===== src/rtl/dtdw_pkg.sv =====
package dtdw_pkg;

	localparam int YEAR_W  = 14;
	localparam int MONTH_W = 4;
	localparam int DAY_W   = 5;
	localparam int DNUM_W  = 22;
	localparam int WDAY_W  = 3;
	localparam int DOY_W   = 9;
	localparam int LEAPS_W = 12;

	// month codes
	localparam logic [MONTH_W-1:0] MON_JAN = 4'd1;
	localparam logic [MONTH_W-1:0] MON_FEB = 4'd2;
	localparam logic [MONTH_W-1:0] MON_MAR = 4'd3;
	localparam logic [MONTH_W-1:0] MON_APR = 4'd4;
	localparam logic [MONTH_W-1:0] MON_MAY = 4'd5;
	localparam logic [MONTH_W-1:0] MON_JUN = 4'd6;
	localparam logic [MONTH_W-1:0] MON_JUL = 4'd7;
	localparam logic [MONTH_W-1:0] MON_AUG = 4'd8;
	localparam logic [MONTH_W-1:0] MON_SEP = 4'd9;
	localparam logic [MONTH_W-1:0] MON_OCT = 4'd10;
	localparam logic [MONTH_W-1:0] MON_NOV = 4'd11;
	localparam logic [MONTH_W-1:0] MON_DEC = 4'd12;

	localparam logic [YEAR_W-1:0]  EPOCH_YEAR    = 14'd1970;
	localparam logic [YEAR_W-1:0]  MAX_YEAR      = 14'd9999;
	localparam logic [YEAR_W-1:0]  CENTURY       = 14'd100;
	localparam logic [DNUM_W-1:0]  DAYS_PER_YEAR = 22'd365;
	localparam logic [WDAY_W-1:0]  EPOCH_WEEKDAY = 3'd4;
	localparam logic [LEAPS_W-1:0] LEAPS_BEFORE_EPOCH = 12'd477;

	// floor(y/100) = (y * 5243) >> 19 for any 14-bit y
	localparam int                 RECIP100_W = 13;
	localparam logic [RECIP100_W-1:0] RECIP_100 = 13'd5243;
	localparam int                 SHIFT_100  = 19;
	localparam int                 DIV100_W   = 8;
	localparam int                 PROD100_W  = YEAR_W + RECIP100_W;

	// floor(x/7) = (x * 9586981) >> 26 for any 23-bit x
	localparam int                 MOD7_X_W  = DNUM_W + 1;
	localparam int                 RECIP7_W  = 24;
	localparam logic [RECIP7_W-1:0] RECIP_7  = 24'd9586981;
	localparam int                 SHIFT_7   = 26;
	localparam int                 PROD7_W   = MOD7_X_W + RECIP7_W;
	localparam int                 DIV7_W    = PROD7_W - SHIFT_7;
	localparam logic [MOD7_X_W-1:0] SEVEN    = 23'd7;

	typedef struct packed {
		logic [YEAR_W-1:0]  year_off;
		logic [LEAPS_W-1:0] leaps;
		logic [DOY_W-1:0]   day_of_year;
		logic               date_valid;
		logic               before_epoch;
		logic               ok;
	} cal_t;

	typedef struct packed {
		logic [DNUM_W-1:0] day_number;
		logic              date_valid;
		logic              before_epoch;
		logic              ok;
	} cnt_t;

	// days before the first of the month in a common year
	function automatic logic [DOY_W-1:0] days_before_month(input logic [MONTH_W-1:0] m);
		logic [DOY_W-1:0] r;
		case (m)
			MON_JAN: r = 9'd0;
			MON_FEB: r = 9'd31;
			MON_MAR: r = 9'd59;
			MON_APR: r = 9'd90;
			MON_MAY: r = 9'd120;
			MON_JUN: r = 9'd151;
			MON_JUL: r = 9'd181;
			MON_AUG: r = 9'd212;
			MON_SEP: r = 9'd243;
			MON_OCT: r = 9'd273;
			MON_NOV: r = 9'd304;
			MON_DEC: r = 9'd334;
			default: r = 9'd0;
		endcase
		return r;
	endfunction

	function automatic logic [DAY_W-1:0] month_length(input logic [MONTH_W-1:0] m,
		input logic leap);
		logic [DAY_W-1:0] r;
		case (m) inside
			MON_FEB: r = leap ? 5'd29 : 5'd28;
			MON_APR, MON_JUN, MON_SEP, MON_NOV: r = 5'd30;
			default: r = 5'd31;
		endcase
		return r;
	endfunction

endpackage


===== src/rtl/dtdw_calendar.sv =====
module dtdw_calendar (
	input  logic                             clk,
	input  logic                             arst_n,
	input  logic                             in_valid,
	output logic                             in_ready,
	input  logic [dtdw_pkg::YEAR_W-1:0]      year,
	input  logic [dtdw_pkg::MONTH_W-1:0]     month,
	input  logic [dtdw_pkg::DAY_W-1:0]       day_of_month,
	output logic                             out_valid,
	input  logic                             out_ready,
	output dtdw_pkg::cal_t                   out_data
);
	import dtdw_pkg::*;

	// stage 1: century reciprocal products and range flags
	logic                  v_s1;
	logic [YEAR_W-1:0]     year_s1;
	logic [MONTH_W-1:0]    month_s1;
	logic [DAY_W-1:0]      day_s1;
	logic [PROD100_W-1:0]  prod_s1;
	logic [PROD100_W-1:0]  prodn_s1;
	logic                  mon_ok_s1;
	logic                  early_s1;
	logic                  over_s1;

	// stage 2
	logic                  v_s2;
	cal_t                  cal_s2;

	logic                  ready_s1;
	logic                  ready_s2;
	logic [YEAR_W-1:0]     year_m1;

	logic [DIV100_W-1:0]   q100;
	logic [DIV100_W-1:0]   q100n;
	logic [YEAR_W-1:0]     yprev;
	logic [YEAR_W-1:0]     r100;
	logic                  leap;
	logic [LEAPS_W-1:0]    leaps_n;
	logic [DAY_W-1:0]      mlen;
	logic                  dvalid;
	cal_t                  cal_d;

	assign ready_s2 = !v_s2 || out_ready;
	assign ready_s1 = !v_s1 || ready_s2;
	assign in_ready = ready_s1;
	assign year_m1  = year - YEAR_W'(1);

	always_ff @(posedge clk or negedge arst_n) begin
		if (!arst_n) begin
			v_s1 <= 1'b0;
		end else if (ready_s1) begin
			v_s1 <= in_valid;
		end
	end

	always_ff @(posedge clk) begin
		if (in_valid && ready_s1) begin
			year_s1   <= year;
			month_s1  <= month;
			day_s1    <= day_of_month;
			prod_s1   <= PROD100_W'(year) * PROD100_W'(RECIP_100);
			prodn_s1  <= PROD100_W'(year_m1) * PROD100_W'(RECIP_100);
			mon_ok_s1 <= (month >= MON_JAN) && (month <= MON_DEC);
			early_s1  <= year < EPOCH_YEAR;
			over_s1   <= year > MAX_YEAR;
		end
	end

	// leap rule, leap count up to last year, date check, day of year
	always_comb begin
		q100    = prod_s1[SHIFT_100 +: DIV100_W];
		q100n   = prodn_s1[SHIFT_100 +: DIV100_W];
		yprev   = year_s1 - YEAR_W'(1);
		r100    = year_s1 - YEAR_W'(YEAR_W'(q100) * CENTURY);
		leap    = ((year_s1[1:0] == 2'd0) && (r100 != '0)) ||
			((r100 == '0) && (q100[1:0] == 2'd0));
		leaps_n = LEAPS_W'(yprev >> 2) - LEAPS_W'(q100n) + LEAPS_W'(q100n >> 2);
		mlen    = month_length(month_s1, leap);
		dvalid  = mon_ok_s1 && (day_s1 != '0) && (day_s1 <= mlen);

		cal_d.year_off     = year_s1 - EPOCH_YEAR;
		cal_d.leaps        = leaps_n - LEAPS_BEFORE_EPOCH;
		cal_d.day_of_year  = days_before_month(month_s1) + DOY_W'(day_s1) +
			DOY_W'(leap && (month_s1 > MON_FEB));
		cal_d.date_valid   = dvalid;
		cal_d.before_epoch = early_s1;
		cal_d.ok           = dvalid && !early_s1 && !over_s1;
	end

	always_ff @(posedge clk or negedge arst_n) begin
		if (!arst_n) begin
			v_s2 <= 1'b0;
		end else if (ready_s2) begin
			v_s2 <= v_s1;
		end
	end

	always_ff @(posedge clk) begin
		if (v_s1 && ready_s2) begin
			cal_s2 <= cal_d;
		end
	end

	assign out_valid = v_s2;
	assign out_data  = cal_s2;

endmodule


===== src/rtl/dtdw_day_count.sv =====
module dtdw_day_count (
	input  logic           clk,
	input  logic           arst_n,
	input  logic           in_valid,
	output logic           in_ready,
	input  dtdw_pkg::cal_t in_data,
	output logic           out_valid,
	input  logic           out_ready,
	output dtdw_pkg::cnt_t out_data
);
	import dtdw_pkg::*;

	logic              v_s3;
	cnt_t              cnt_s3;
	logic [DNUM_W-1:0] dn;
	cnt_t              cnt_d;

	assign in_ready = !v_s3 || out_ready;

	// whole years, leap days, then day within the year
	always_comb begin
		dn = DNUM_W'(in_data.year_off) * DAYS_PER_YEAR + DNUM_W'(in_data.leaps) +
			DNUM_W'(in_data.day_of_year) - DNUM_W'(1);
		cnt_d.day_number   = in_data.ok ? dn : '0;
		cnt_d.date_valid   = in_data.date_valid;
		cnt_d.before_epoch = in_data.before_epoch;
		cnt_d.ok           = in_data.ok;
	end

	always_ff @(posedge clk or negedge arst_n) begin
		if (!arst_n) begin
			v_s3 <= 1'b0;
		end else if (in_ready) begin
			v_s3 <= in_valid;
		end
	end

	always_ff @(posedge clk) begin
		if (in_valid && in_ready) begin
			cnt_s3 <= cnt_d;
		end
	end

	assign out_valid = v_s3;
	assign out_data  = cnt_s3;

endmodule


===== src/rtl/dtdw_weekday.sv =====
module dtdw_weekday (
	input  logic                          clk,
	input  logic                          arst_n,
	input  logic                          in_valid,
	output logic                          in_ready,
	input  dtdw_pkg::cnt_t                in_data,
	output logic                          out_valid,
	input  logic                          out_ready,
	output logic [dtdw_pkg::DNUM_W-1:0]   day_number,
	output logic [dtdw_pkg::WDAY_W-1:0]   weekday,
	output logic                          date_valid,
	output logic                          before_epoch
);
	import dtdw_pkg::*;

	// stage 4: reciprocal product for the mod 7
	logic                 v_s4;
	logic [PROD7_W-1:0]   prod_s4;
	logic [MOD7_X_W-1:0]  x_s4;
	cnt_t                 cnt_s4;

	// stage 5: output register
	logic                 v_s5;
	logic [DNUM_W-1:0]    day_number_s5;
	logic [WDAY_W-1:0]    weekday_s5;
	logic                 date_valid_s5;
	logic                 before_epoch_s5;

	logic                 ready_s4;
	logic                 ready_s5;
	logic [MOD7_X_W-1:0]  x;
	logic [DIV7_W-1:0]    q7;
	logic [MOD7_X_W-1:0]  rem7;

	assign ready_s5 = !v_s5 || out_ready;
	assign ready_s4 = !v_s4 || ready_s5;
	assign in_ready = ready_s4;

	assign x    = MOD7_X_W'(in_data.day_number) + MOD7_X_W'(EPOCH_WEEKDAY);
	assign q7   = prod_s4[SHIFT_7 +: DIV7_W];
	assign rem7 = x_s4 - MOD7_X_W'(MOD7_X_W'(q7) * SEVEN);

	always_ff @(posedge clk or negedge arst_n) begin
		if (!arst_n) begin
			v_s4 <= 1'b0;
			v_s5 <= 1'b0;
		end else begin
			if (ready_s4) begin
				v_s4 <= in_valid;
			end
			if (ready_s5) begin
				v_s5 <= v_s4;
			end
		end
	end

	always_ff @(posedge clk) begin
		if (in_valid && ready_s4) begin
			prod_s4 <= PROD7_W'(x) * PROD7_W'(RECIP_7);
			x_s4    <= x;
			cnt_s4  <= in_data;
		end
		if (v_s4 && ready_s5) begin
			day_number_s5   <= cnt_s4.day_number;
			weekday_s5      <= cnt_s4.ok ? rem7[WDAY_W-1:0] : '0;
			date_valid_s5   <= cnt_s4.date_valid;
			before_epoch_s5 <= cnt_s4.before_epoch;
		end
	end

	assign out_valid    = v_s5;
	assign day_number   = day_number_s5;
	assign weekday      = weekday_s5;
	assign date_valid   = date_valid_s5;
	assign before_epoch = before_epoch_s5;

endmodule


===== src/rtl/date_to_day_number_weekday.sv =====
// channel   handshake              word
// request   req_valid, req_ready   year, month, day_of_month
// response  rsp_valid, rsp_ready   day_number, weekday, date_valid, before_epoch
//
// five register stages, one word per cycle sustained while rsp_ready stays high
// stages: century products, leap rule and day of year, day count, mod 7 product, remainder
// each stage has its own ready, so a stalled response stops only the full
// stages behind it and bubbles still close up
// arst_n clears the stage valid bits only; payload registers are not reset
module date_to_day_number_weekday (
	input  logic                          clk,
	input  logic                          arst_n,
	// request words
	input  logic                          req_valid,
	output logic                          req_ready,
	input  logic [dtdw_pkg::YEAR_W-1:0]   year,
	input  logic [dtdw_pkg::MONTH_W-1:0]  month,
	input  logic [dtdw_pkg::DAY_W-1:0]    day_of_month,
	// response words
	output logic                          rsp_valid,
	input  logic                          rsp_ready,
	output logic [dtdw_pkg::DNUM_W-1:0]   day_number,
	output logic [dtdw_pkg::WDAY_W-1:0]   weekday,
	output logic                          date_valid,
	output logic                          before_epoch
);
	import dtdw_pkg::*;

	// calendar to day count
	logic cal_valid;
	logic cal_ready;
	cal_t cal_data;

	// day count to weekday
	logic cnt_valid;
	logic cnt_ready;
	cnt_t cnt_data;

	// stages 1-2: leap rule, leap count since epoch, date check, day of year
	dtdw_calendar u_calendar (
		.clk          (clk),
		.arst_n       (arst_n),
		.in_valid     (req_valid),
		.in_ready     (req_ready),
		.year         (year),
		.month        (month),
		.day_of_month (day_of_month),
		.out_valid    (cal_valid),
		.out_ready    (cal_ready),
		.out_data     (cal_data)
	);

	// stage 3: days since epoch, forced to zero on any error
	dtdw_day_count u_day_count (
		.clk       (clk),
		.arst_n    (arst_n),
		.in_valid  (cal_valid),
		.in_ready  (cal_ready),
		.in_data   (cal_data),
		.out_valid (cnt_valid),
		.out_ready (cnt_ready),
		.out_data  (cnt_data)
	);

	// stages 4-5: weekday by reciprocal mod 7, epoch is a thursday
	dtdw_weekday u_weekday (
		.clk          (clk),
		.arst_n       (arst_n),
		.in_valid     (cnt_valid),
		.in_ready     (cnt_ready),
		.in_data      (cnt_data),
		.out_valid    (rsp_valid),
		.out_ready    (rsp_ready),
		.day_number   (day_number),
		.weekday      (weekday),
		.date_valid   (date_valid),
		.before_epoch (before_epoch)
	);

endmodule


===== config.mk =====
export PLATFORM = sky130hd
export DESIGN_NAME = date_to_day_number_weekday
export DESIGN_NICKNAME = d
export VERILOG_FILES = /design/src/rtl/dtdw_pkg.sv /design/src/rtl/dtdw_calendar.sv /design/src/rtl/dtdw_day_count.sv /design/src/rtl/dtdw_weekday.sv /design/src/rtl/date_to_day_number_weekday.sv
export SDC_FILE = /design/constraint.sdc
export NUM_CORES = 1
export LEC_CHECK = 0
export BUFFER_PORTS_ARGS = -buffer_cell sky130_fd_sc_hd__buf_2
export CORE_UTILIZATION = 43
export CTS_BUF_LIST = sky130_fd_sc_hd__clkbuf_4 sky130_fd_sc_hd__clkbuf_8 sky130_fd_sc_hd__clkbuf_16
export DETAILED_ROUTE_END_ITERATION = 10
export GPL_TIMING_DRIVEN = 0
export SLEW_MARGIN = 15
export SYNTH_ARGS = -nofsm -noshare
export SYNTH_HDL_FRONTEND = slang
export SYNTH_SLANG_ARGS = --single-unit
export TNS_END_PERCENT = 1

===== constraint.sdc =====
create_clock -name clk -period 8.1 [get_ports clk]
set_input_delay 1.62 -clock clk [delete_from_list [all_inputs] [get_ports clk]]
set_output_delay 1.62 -clock clk [all_outputs]
set_load 0.01 [all_outputs]

# After elaboration in Yosys (flattened, before gate mapping)
# Memory sizes are Yosys's and may differ from the RTL's. A register that Yosys moved wholly into a read port is not among the register bits.
# Cells that the tools add are included.
# Widths: inputs -> output; s select.
dict set report totals {
  register_bits 250
  rom_bits 144
  output_inout_bits 29
  mem_count 1
}
# name words word_bits rd rd_ports_with_merged_regs wr line
set memory_table {}
lappend memory_table {{(no name shown)} 16 9 1 1 0 dtdw_pkg.sv:67} ;# case (m)
dict set report op_classes {
  n_addsub 14
  multipliers 6
  order_cmp 6
  eq_ne 5
  n_mux 4
  reduce_logical 32
}
# op count
set ops {}
lappend ops {{$mul 14x13->27 const B} 2}
lappend ops {{$mul 23x24->47 const B} 1}
lappend ops {{$sub 14x1->14 const B} 2}
lappend ops {{$add 22x3->23 const B} 1}
lappend ops {{$add 22x12->22} 1}
lappend ops {{$add 22x9->22} 1}
lappend ops {{$mul 14x9->22 const B} 1}
lappend ops {{$sub 22x1->22 const B} 1}
lappend ops {{$mul 21x3->3 const B} 1}
lappend ops {{$gt 14x14->1 const B} 1}
lappend ops {{$logic_not 14->1} 1}
lappend ops {{$lt 14x11->1 const B} 1}
lappend ops {{$reduce_bool 14->1} 1}
lappend ops {{$sub 14x11->14 const B} 1}
lappend ops {{$sub 14x14->14} 1}
lappend ops {{$logic_and 1x1->1} 13}
lappend ops {{$add 12x6->12} 1}
lappend ops {{$mul 8x5->12 const B} 1}
lappend ops {{$sub 12x8->12} 1}
lappend ops {{$sub 12x9->12 const B} 1}
lappend ops {{$add 9x1->9} 1}
lappend ops {{$add 9x5->9} 1}
lappend ops {{$eq 4x3->1 const B} 2}
lappend ops {{$eq 4x4->1 const B} 2}
lappend ops {{other kinds (14)} 27}

# Depth between registers and ports, before layout
# Gate-level depths: netlist (run 1).
dict set report depth {
  ltp_word 11
  depth_mapped 27
  depth_no_buf 27
}

# Cells and area by module
# Synthesis (run 1) repeated with hierarchy kept, for this count alone.
dict set report unflattened {
  hier_cells 2161
  hier_area_um2 23309.9
}
# mod instances cells_per_inst area_each_um2 seq_area_each_um2
set modules_own_cells {}
lappend modules_own_cells {dtdw_calendar 1 1180 12512.0 2632.5}
lappend modules_own_cells {dtdw_weekday 1 533 6211.0 1731.7}
lappend modules_own_cells {dtdw_day_count 1 448 4586.9 775.7}

# Least setup slack after synthesis (run 1)
# OpenSTA, ideal clock, no wires.
dict set report synth_timing {
  path_type {input -> register}
  from {input year[2] (netlist bit)}
  to {register u_calendar.prodn_s1[24], data pin}
  setup_time_ns 0.258
  arrival_ns 6.980
  required_time_ns 7.842
  path_slack_ns 0.863
  stages 21
  cell_sequence {inv_1 > ha_1 > a21boi_0 > nand4_1 > xnor2_1 > inv_1 > ha_1 > fa_1 > inv_1 > fa_1 > inv_1 > fa_1 > fa_1 > ha_1 > nand4_1 > a211oi_1 > a21oi_1 > a211oi_1 > a41oi_1 > and2_1 > xnor2_1}
}
dict set report synth_between {
  elab_chain_cells 2
}
# item line
set synth_rtl {}
lappend synth_rtl {{start: declaration} date_to_day_number_weekday.sv:16} ;# input logic [dtdw_pkg::YEAR_W-1:0] year,
lappend synth_rtl {{$sub 14x1->14} dtdw_calendar.sv:47} ;# assign year_m1 = year - YEAR_W'(1);
lappend synth_rtl {{$mul 14x13->27} dtdw_calendar.sv:63} ;# prodn_s1 <= PROD100_W'(year_m1) * PROD100_W'(RECIP_100);
lappend synth_rtl {{end signal: assignment} dtdw_calendar.sv:63}
lappend synth_rtl {{end: declaration} dtdw_calendar.sv:21} ;# logic [PROD100_W-1:0] prodn_s1;
# No other way between the ends.
# A chain may end at the register's enable or synchronous reset.

# Worst setup path after layout (run 1)
dict set report layout_timing {
  from {input year[1] (netlist bit)}
  to {register u_calendar.prodn_s1[24], data pin}
}
# The elaborated chain is that of the path after synthesis.

==> impl_summary.log, run 1 <==
INFO  metric detail_route.drc_violations = 10
INFO  metric clock-skew-final = 11.8 ps
INFO  metric cts.hold.buffers_added = 0
INFO  metric fp.dieArea = 54,600 um2
INFO  metric port-buffer-count = 55
INFO  metric slew-limit-headroom = 25.5%
INFO  metric adder_cell_share_of_the_synthesized_area = 51.0%
INFO  metric grt_util_all_layers = 17.2%
INFO  metric fraction_of_final_layout_cells_sized_beyond_drive_strength_1 = 5.56%
INFO  metric synth-seq-cells = 175
INFO  metric timing.critical_path.cells = buf_2 -> inv_1 -> ha_1 -> a21boi_1 -> nand4_1 -> xnor2_2 -> inv_1 -> ha_1 -> fa_1 -> inv_1 -> fa_1 -> inv_1 -> fa_1 -> fa_1 -> ha_1 -> nand4_1 -> a211oi_1 -> a21oi_1 -> a211oi_2 -> a41oi_1 -> and2_1 -> xnor2_1
INFO  metric area_fraction_in_compound_gates_after_synthesis = 5.63%
INFO  metric die_w = 234 um
INFO  metric post-synth-top-area-fraction = 25.6%
INFO  metric cpLargestDelayFamily = adder cells
INFO  metric cts_max_level = 4
INFO  metric mappedNetlistArea = 23,100 um2
INFO  metric clock_path_buffers = 2
INFO  metric critical_path_arrival = 7690 ps
INFO  metric fin_hold_ws = 419 ps
INFO  metric min_path_type = reg2reg
INFO  metric wl_met3 = 867 um
INFO  metric outcome = finished, violations left
INFO  metric final_net_count = 2,990
INFO  metric layout.core_utilization = 47.2%
INFO  metric synth.net_count = 2,914
INFO  metric drt_first_pass_iters = 8
INFO  metric layout_worst_path_cycle_share = 92.6%
INFO  metric tritoncts_clock_tree = done
INFO  metric max_freq = 133 MHz
INFO  metric drv.max_cap_violation_count = 0
INFO  metric synth_area_leaders = fa_1 26%, ha_1 25%, edfxtp_1 21%
INFO  metric fillers = 4,849
INFO  metric chipHeight = 234 um
INFO  metric top_cells_by_instance_count_after_synthesis = 554 x inv_1, 468 x ha_1, 295 x fa_1
INFO  metric cts_inserted_buffers = 17
INFO  metric fin_setup_tns = 0 ps
INFO  metric clock-root-buffer = clkbuf_16
INFO  metric syn2layout_area_growth = 7.94%
INFO  metric syn-mean-instance-area = 10.9 um2
INFO  metric setup_violation_total_in_the_final_timing_report = 0
INFO  metric antenna-diode-count = 0
INFO  metric unrepaired_setup_endpoints_after_global_routing = false
INFO  metric yosysSeqAreaShare = 22.3%
INFO  metric antenna_found_initial = 0
INFO  metric failed_checks = design-rule violations
INFO  metric critical_path.n_buffers_inverters = 5
INFO  metric core = 52,800 um2
INFO  metric cts.clk_slew.worst_paths = 70 ps
INFO  metric wl = 43,500 um
INFO  metric globalRouteOverflowTotal = 0
INFO  metric postCtsSetupBuffers = 0
INFO  metric timing.final.max_slew_violations = 0
INFO  metric critPathKind = in2reg
INFO  metric timing.critical_path.slowest_cell_delay = 520 ps
INFO  metric synth-edff-count = 161
INFO  metric final_hold_viol_count = 0
INFO  metric clkLatencyLatePin = 450 ps
INFO  metric grt_start_max_net_pins = 48
INFO  metric gp_congestion = 0.848
INFO  metric dp_hpwl = 38,300 um
INFO  metric required = 8290 ps
INFO  metric route.top_layer_used = met4
INFO  metric ff2ff_setup_slack = 800 ps
INFO  metric routed_wire_length_per_instance = 15.0 um
INFO  metric io_pins = 56
INFO  metric synth-main-ff-cell = edfxtp_1
INFO  metric cts.sinks = 175
INFO  metric synthCells = 2,124
INFO  metric yosys.cell_types.count = 75
INFO  metric initial_utilization = 43.7%
INFO  metric multiplexer_share_of_the_synthesized_area = 0.450%
INFO  metric m1WireLength = 20,100 um
INFO  metric yosys.area_share.xor_xnor = 4.88%
INFO  metric std_cell_rows = 84
INFO  metric synth.most_common_cell = inv_1
INFO  metric route.detailed.vias_per_inst = 4.85
INFO  metric postRouteAntennaNets = 0
INFO  metric cp_slowest_cell = fa_1
INFO  metric tightestPinTransition = 1120 ps
INFO  metric detailedRoute.firstIterationViolations = 495
INFO  metric synth_top_family_by_area = adder cells
INFO  metric detailroute.wirelength.met2 = 22,000 um
INFO  metric vias_in_the_first_global_route = 15.2k
INFO  metric final_worst_path_period_need = 7500 ps
INFO  metric yosysTopAreaCell = fa_1
INFO  metric critPathMaxFanout = 8
INFO  metric timing.critical_path.from_type = input port
INFO  metric ys_async_sr_fraction = 2.86%
INFO  metric yosys_warnings = 0
INFO  metric synth-simple-area-share = 6.49%
INFO  metric worstSetupEndpointType = flop
INFO  metric routed-via-count = 14.1k
INFO  metric wire_length_of_the_first_global_routing_pass = 74,300 um
==> sequential cells by signal, indices dropped and copies added (netlist names), 3 cells and up, named ones only <==
register	flops
u_calendar.day_s1	5
u_calendar.month_s1	4
u_calendar.out_data	38
u_calendar.prod_s1	9
u_calendar.prodn_s1	8
u_calendar.year_s1	13
u_day_count.out_data	25
u_weekday.cnt_s4	25
u_weekday.day_number	22
u_weekday.prod_s4	3
u_weekday.weekday	3
==> logic make-up after synthesis <==
| group | count (synthesis) |
|---|---|
| compound gates | 198 |
| xor+xnor | 126 |
| fa+ha+maj | 763 |
| buf+inv | 565 |
| flops | 175 |
| mux | 9 |
| simple gates | 288 |
==> worst reg2reg max path, delay by kind of cell (launching register included) <==
kind / cells / cell delay (ps)
xor+xnor: 2 / 450
fa+ha+maj: 8 / 3590
compound gates: 3 / 780
flops: 1 / 480
simple gates: 9 / 1570
buf+inv: 2 / 180
==> layout by cell type (no fill, tap or decap), types with 46 or more instances in the layout <==
| cell | n |
|---|---|
| inv_1 | 554 |
| ha_1 | 468 |
| fa_1 | 295 |
| edfxtp_1 | 161 |
| xnor2_1 | 71 |
| nand2_1 | 64 |
| nor2_1 | 61 |
| buf_2 | 56 |
| a21oi_1 | 55 |
| xor2_1 | 46 |
==> metrics by stage <==
stage / cells / cell area, um2 / worst slack, ps
final: 2901 / 24900 / 601
after global routing: 2901 / 24900 / 56.8
after CTS: 2901 / 24800 / 79.0
after detailed placement: 2869 / 24300 / -662
after global placement: 2867 / 24200 / -651
after floorplan: 2124 / 23100 / 863
==> layer usage <==
metal  vias up  global-route usage (%)
li1       7021                       -
met1      6886                    22.3
met2       128                    30.5
met3        35                    2.38
met4         0                    3.10
met5         -                       0
==> final cells by class <==
cell class                      count  area (um2)  area share, %
Tap cell                          688         861           3.46
Buffer                             11        66.3          0.266
Clock inverter                     15         151          0.608
Inverter                          554        2080           8.35
Sequential cell                   175        5140           20.6
Multi-Input combinational cell   1384       15900           63.7
Timing Repair Buffer               57         315           1.27
Clock buffer                       17         425           1.71
==> timing repair <==
item	CTS	global route
endpoints found under the setup margin	5	7
endpoints found under the hold margin	0	0
resized for setup	2	8
==> worst paths after layout <==
kind,cells past startpoint,from,to
setup / recovery,22,year[1],u_calendar.prodn_s1[24]
hold / removal,0,u_weekday.cnt_s4[16],u_weekday.day_number[13]
setup reg to reg,24,u_day_count.out_data[5],u_weekday.prod_s4[27]
hold reg to reg,0,u_weekday.cnt_s4[16],u_weekday.day_number[13]
max in group asynchronous,1,arst_n,u_calendar.out_valid
min in group asynchronous,1,arst_n,u_weekday.out_valid
Power of run 1 is left out: the tool's default activity adds up to more than one toggle a clock period on the data nets, which glitch-free logic cannot reach.
==> run 2: changes to the inputs <==
--- a/config.mk
+++ b/config.mk
@@ -10,6 +10,8 @@
 export CTS_BUF_LIST = sky130_fd_sc_hd__clkbuf_4 sky130_fd_sc_hd__clkbuf_8 sky130_fd_sc_hd__clkbuf_16
 export DETAILED_ROUTE_END_ITERATION = 10
 export GPL_TIMING_DRIVEN = 0
+export REMOVE_ABC_BUFFERS = 1
+export SETUP_SLACK_MARGIN = 0.1
 export SLEW_MARGIN = 15
 export SYNTH_ARGS = -nofsm -noshare
 export SYNTH_HDL_FRONTEND = slang
==> constraint.sdc (replaced) <==
create_clock -name clk -period 7.1 [get_ports clk]
set_input_delay 1.42 -clock clk [delete_from_list [all_inputs] [get_ports clk]]
set_output_delay 1.42 -clock clk [all_outputs]
set_load 0.01 [all_outputs]
==> impl_summary.log, run 2 (synthesized netlist as in run 1, its figures left out) <==
INFO  metric outcome = finished, violations left
INFO  metric failed_checks = design-rule violations
INFO  metric final_cell_mix = 545 x inv_1, 465 x ha_1, 295 x fa_1
INFO  metric std_cell_rows = 84
INFO  metric drt_first_pass_iters = 9
INFO  metric clkLatencyLatePin = 450 ps
INFO  metric wl = 44,300 um
INFO  metric port-buffer-count = 55
INFO  metric io_pins = 56
INFO  metric wire_length_of_the_first_global_routing_pass = 74,100 um
INFO  metric core = 52,800 um2
INFO  metric drv.max_cap_violation_count = 0
INFO  metric critPathMaxFanout = 5
INFO  metric m1WireLength = 20,900 um
INFO  metric slew-limit-headroom = 47.5%
INFO  metric clock-skew-final = 11.2 ps
INFO  metric antenna-diode-count = 0
INFO  metric setup_violation_total_in_the_final_timing_report = 0
INFO  metric gp_congestion = 0.844
INFO  metric final_cell_area = 25,500 um2
INFO  metric final_hold_viol_count = 0
INFO  metric critPathKind = reg2reg
INFO  metric timing.critical_path.slowest_cell_delay = 560 ps
INFO  metric source_of_the_critical_timing_path = u_day_count.out_data[5]
INFO  metric holdCritStartpoint = u_weekday.cnt_s4[21]
INFO  metric die_w = 234 um
INFO  metric antenna_found_initial = 0
INFO  metric r2r-start = u_day_count.out_data[5]
INFO  metric grt_util_all_layers = 17.0%
INFO  metric fraction_of_final_layout_cells_sized_beyond_drive_strength_1 = 9.08%
INFO  metric fillers = 4,819
INFO  metric fp.dieArea = 54,600 um2
INFO  metric cpLargestDelayFamily = adder cells
INFO  metric chipHeight = 234 um
INFO  metric largest_register_ff_count = 38
INFO  metric critical_path.n_buffers_inverters = 2
INFO  metric clock-root-buffer = clkbuf_16
INFO  metric cts_inserted_buffers = 17
INFO  metric tritoncts_clock_tree = done
INFO  metric final_net_count = 3,024
INFO  metric vias_in_the_first_global_route = 15.2k
INFO  metric worstSetupEndpointType = flop
INFO  metric wl_met3 = 692 um
INFO  metric unrepaired_setup_endpoints_after_global_routing = true
INFO  metric worst_path_most_repeated_cell = fa_1
INFO  metric fin_hold_ws = 421 ps
INFO  metric detailroute.wirelength.met2 = 22,300 um
INFO  metric initial_utilization = 43.7%
INFO  metric post_dp_cell_area = 24,200 um2
INFO  metric detail_route.drc_violations = 4
INFO  metric cp_slowest_cell = fa_1
INFO  metric final_worst_path_period_need = 6840 ps
INFO  metric commonest_non_fill_non_tap_cell_in_the_layout = inv_1
INFO  metric min_path_type = reg2reg
INFO  metric cts_max_level = 4
INFO  metric detailedRoute.firstIterationViolations = 571
INFO  metric timing.final.max_slew_violations = 0
INFO  metric dp_hpwl = 37,800 um
INFO  metric critical_path_arrival = 7030 ps
INFO  metric route.detailed.vias_per_inst = 4.92
INFO  metric routed-via-count = 14.4k
INFO  metric postRouteAntennaNets = 0
INFO  metric ff2ff_setup_slack = 260 ps
INFO  metric globalRouteOverflowTotal = 0
INFO  metric grt_start_max_net_pins = 35
INFO  metric required = 7290 ps
INFO  metric layout_worst_path_cycle_share = 96.3%
INFO  metric syn2layout_area_growth = 10.6%
INFO  metric cts.sinks = 175
INFO  metric cts.clk_slew.worst_paths = 70 ps
INFO  metric max_freq = 146 MHz
INFO  metric cts.hold.buffers_added = 0
INFO  metric timing.critical_path.from_type = flop
INFO  metric clock_path_buffers = 2
INFO  metric tightestPinTransition = 787 ps
INFO  metric route.top_layer_used = met4
INFO  metric routed_wire_length_per_instance = 15.1 um
## run 2: cell types whose count changed in the layout (fill, tap and decap cells not counted), sizes merged
cell / delta
buf: +37
inv: -6
clkinvlp: +5
clkbuf: -2
bufinv: -1
clkinv: +1
## run 2: final cells by class
cell class	count	area (um2)	area share (%)
multi-input cells	1384	16200	63.3
flip-flops and latches	175	5140	20.1
inverters	554	2100	8.22
well taps	688	861	3.37
repair buffers	102	703	2.76
clock buffers	18	433	1.70
clock inverters	14	128	0.500
## run 2: final timing paths
path / to / depth (start not counted)
worst max-delay path: u_weekday.prod_s4[27] / 25
worst min-delay path: u_weekday.day_number[18] / 0
worst max register to register: u_weekday.prod_s4[27] / 25
worst min register to register: u_weekday.day_number[18] / 0
max in group asynchronous: u_day_count.out_valid / 1
min in group asynchronous: u_weekday.v_s4 / 1
## run 2: per-layer routing
layer  vias up  GRT usage (%)
met5         -              0
met4         0           2.92
met3        29           2.23
met2       107           29.7
met1      7214           22.7
li1       7085              -
## run 2: through the flow
step	util [%]	TNS, ps	std cells	setup slack, ps
after floorplan	-	0	2113	62.6
final	48.4	0	2935	261
after global placement	45.8	-10990	2856	-1430
after CTS	47.5	0	2905	91.5
after detailed placement	45.9	-11270	2860	-1430
after global routing	48.4	-1.01	2935	-1.01
## run 2: repair_timing
action	in CTS	in global routing
gates resized for setup	30	41
endpoints found under the setup margin	11	11
pin swaps	6	20
gates cloned	0	0
setup buffers	13	30
Power of run 2 is left out for the same reason.
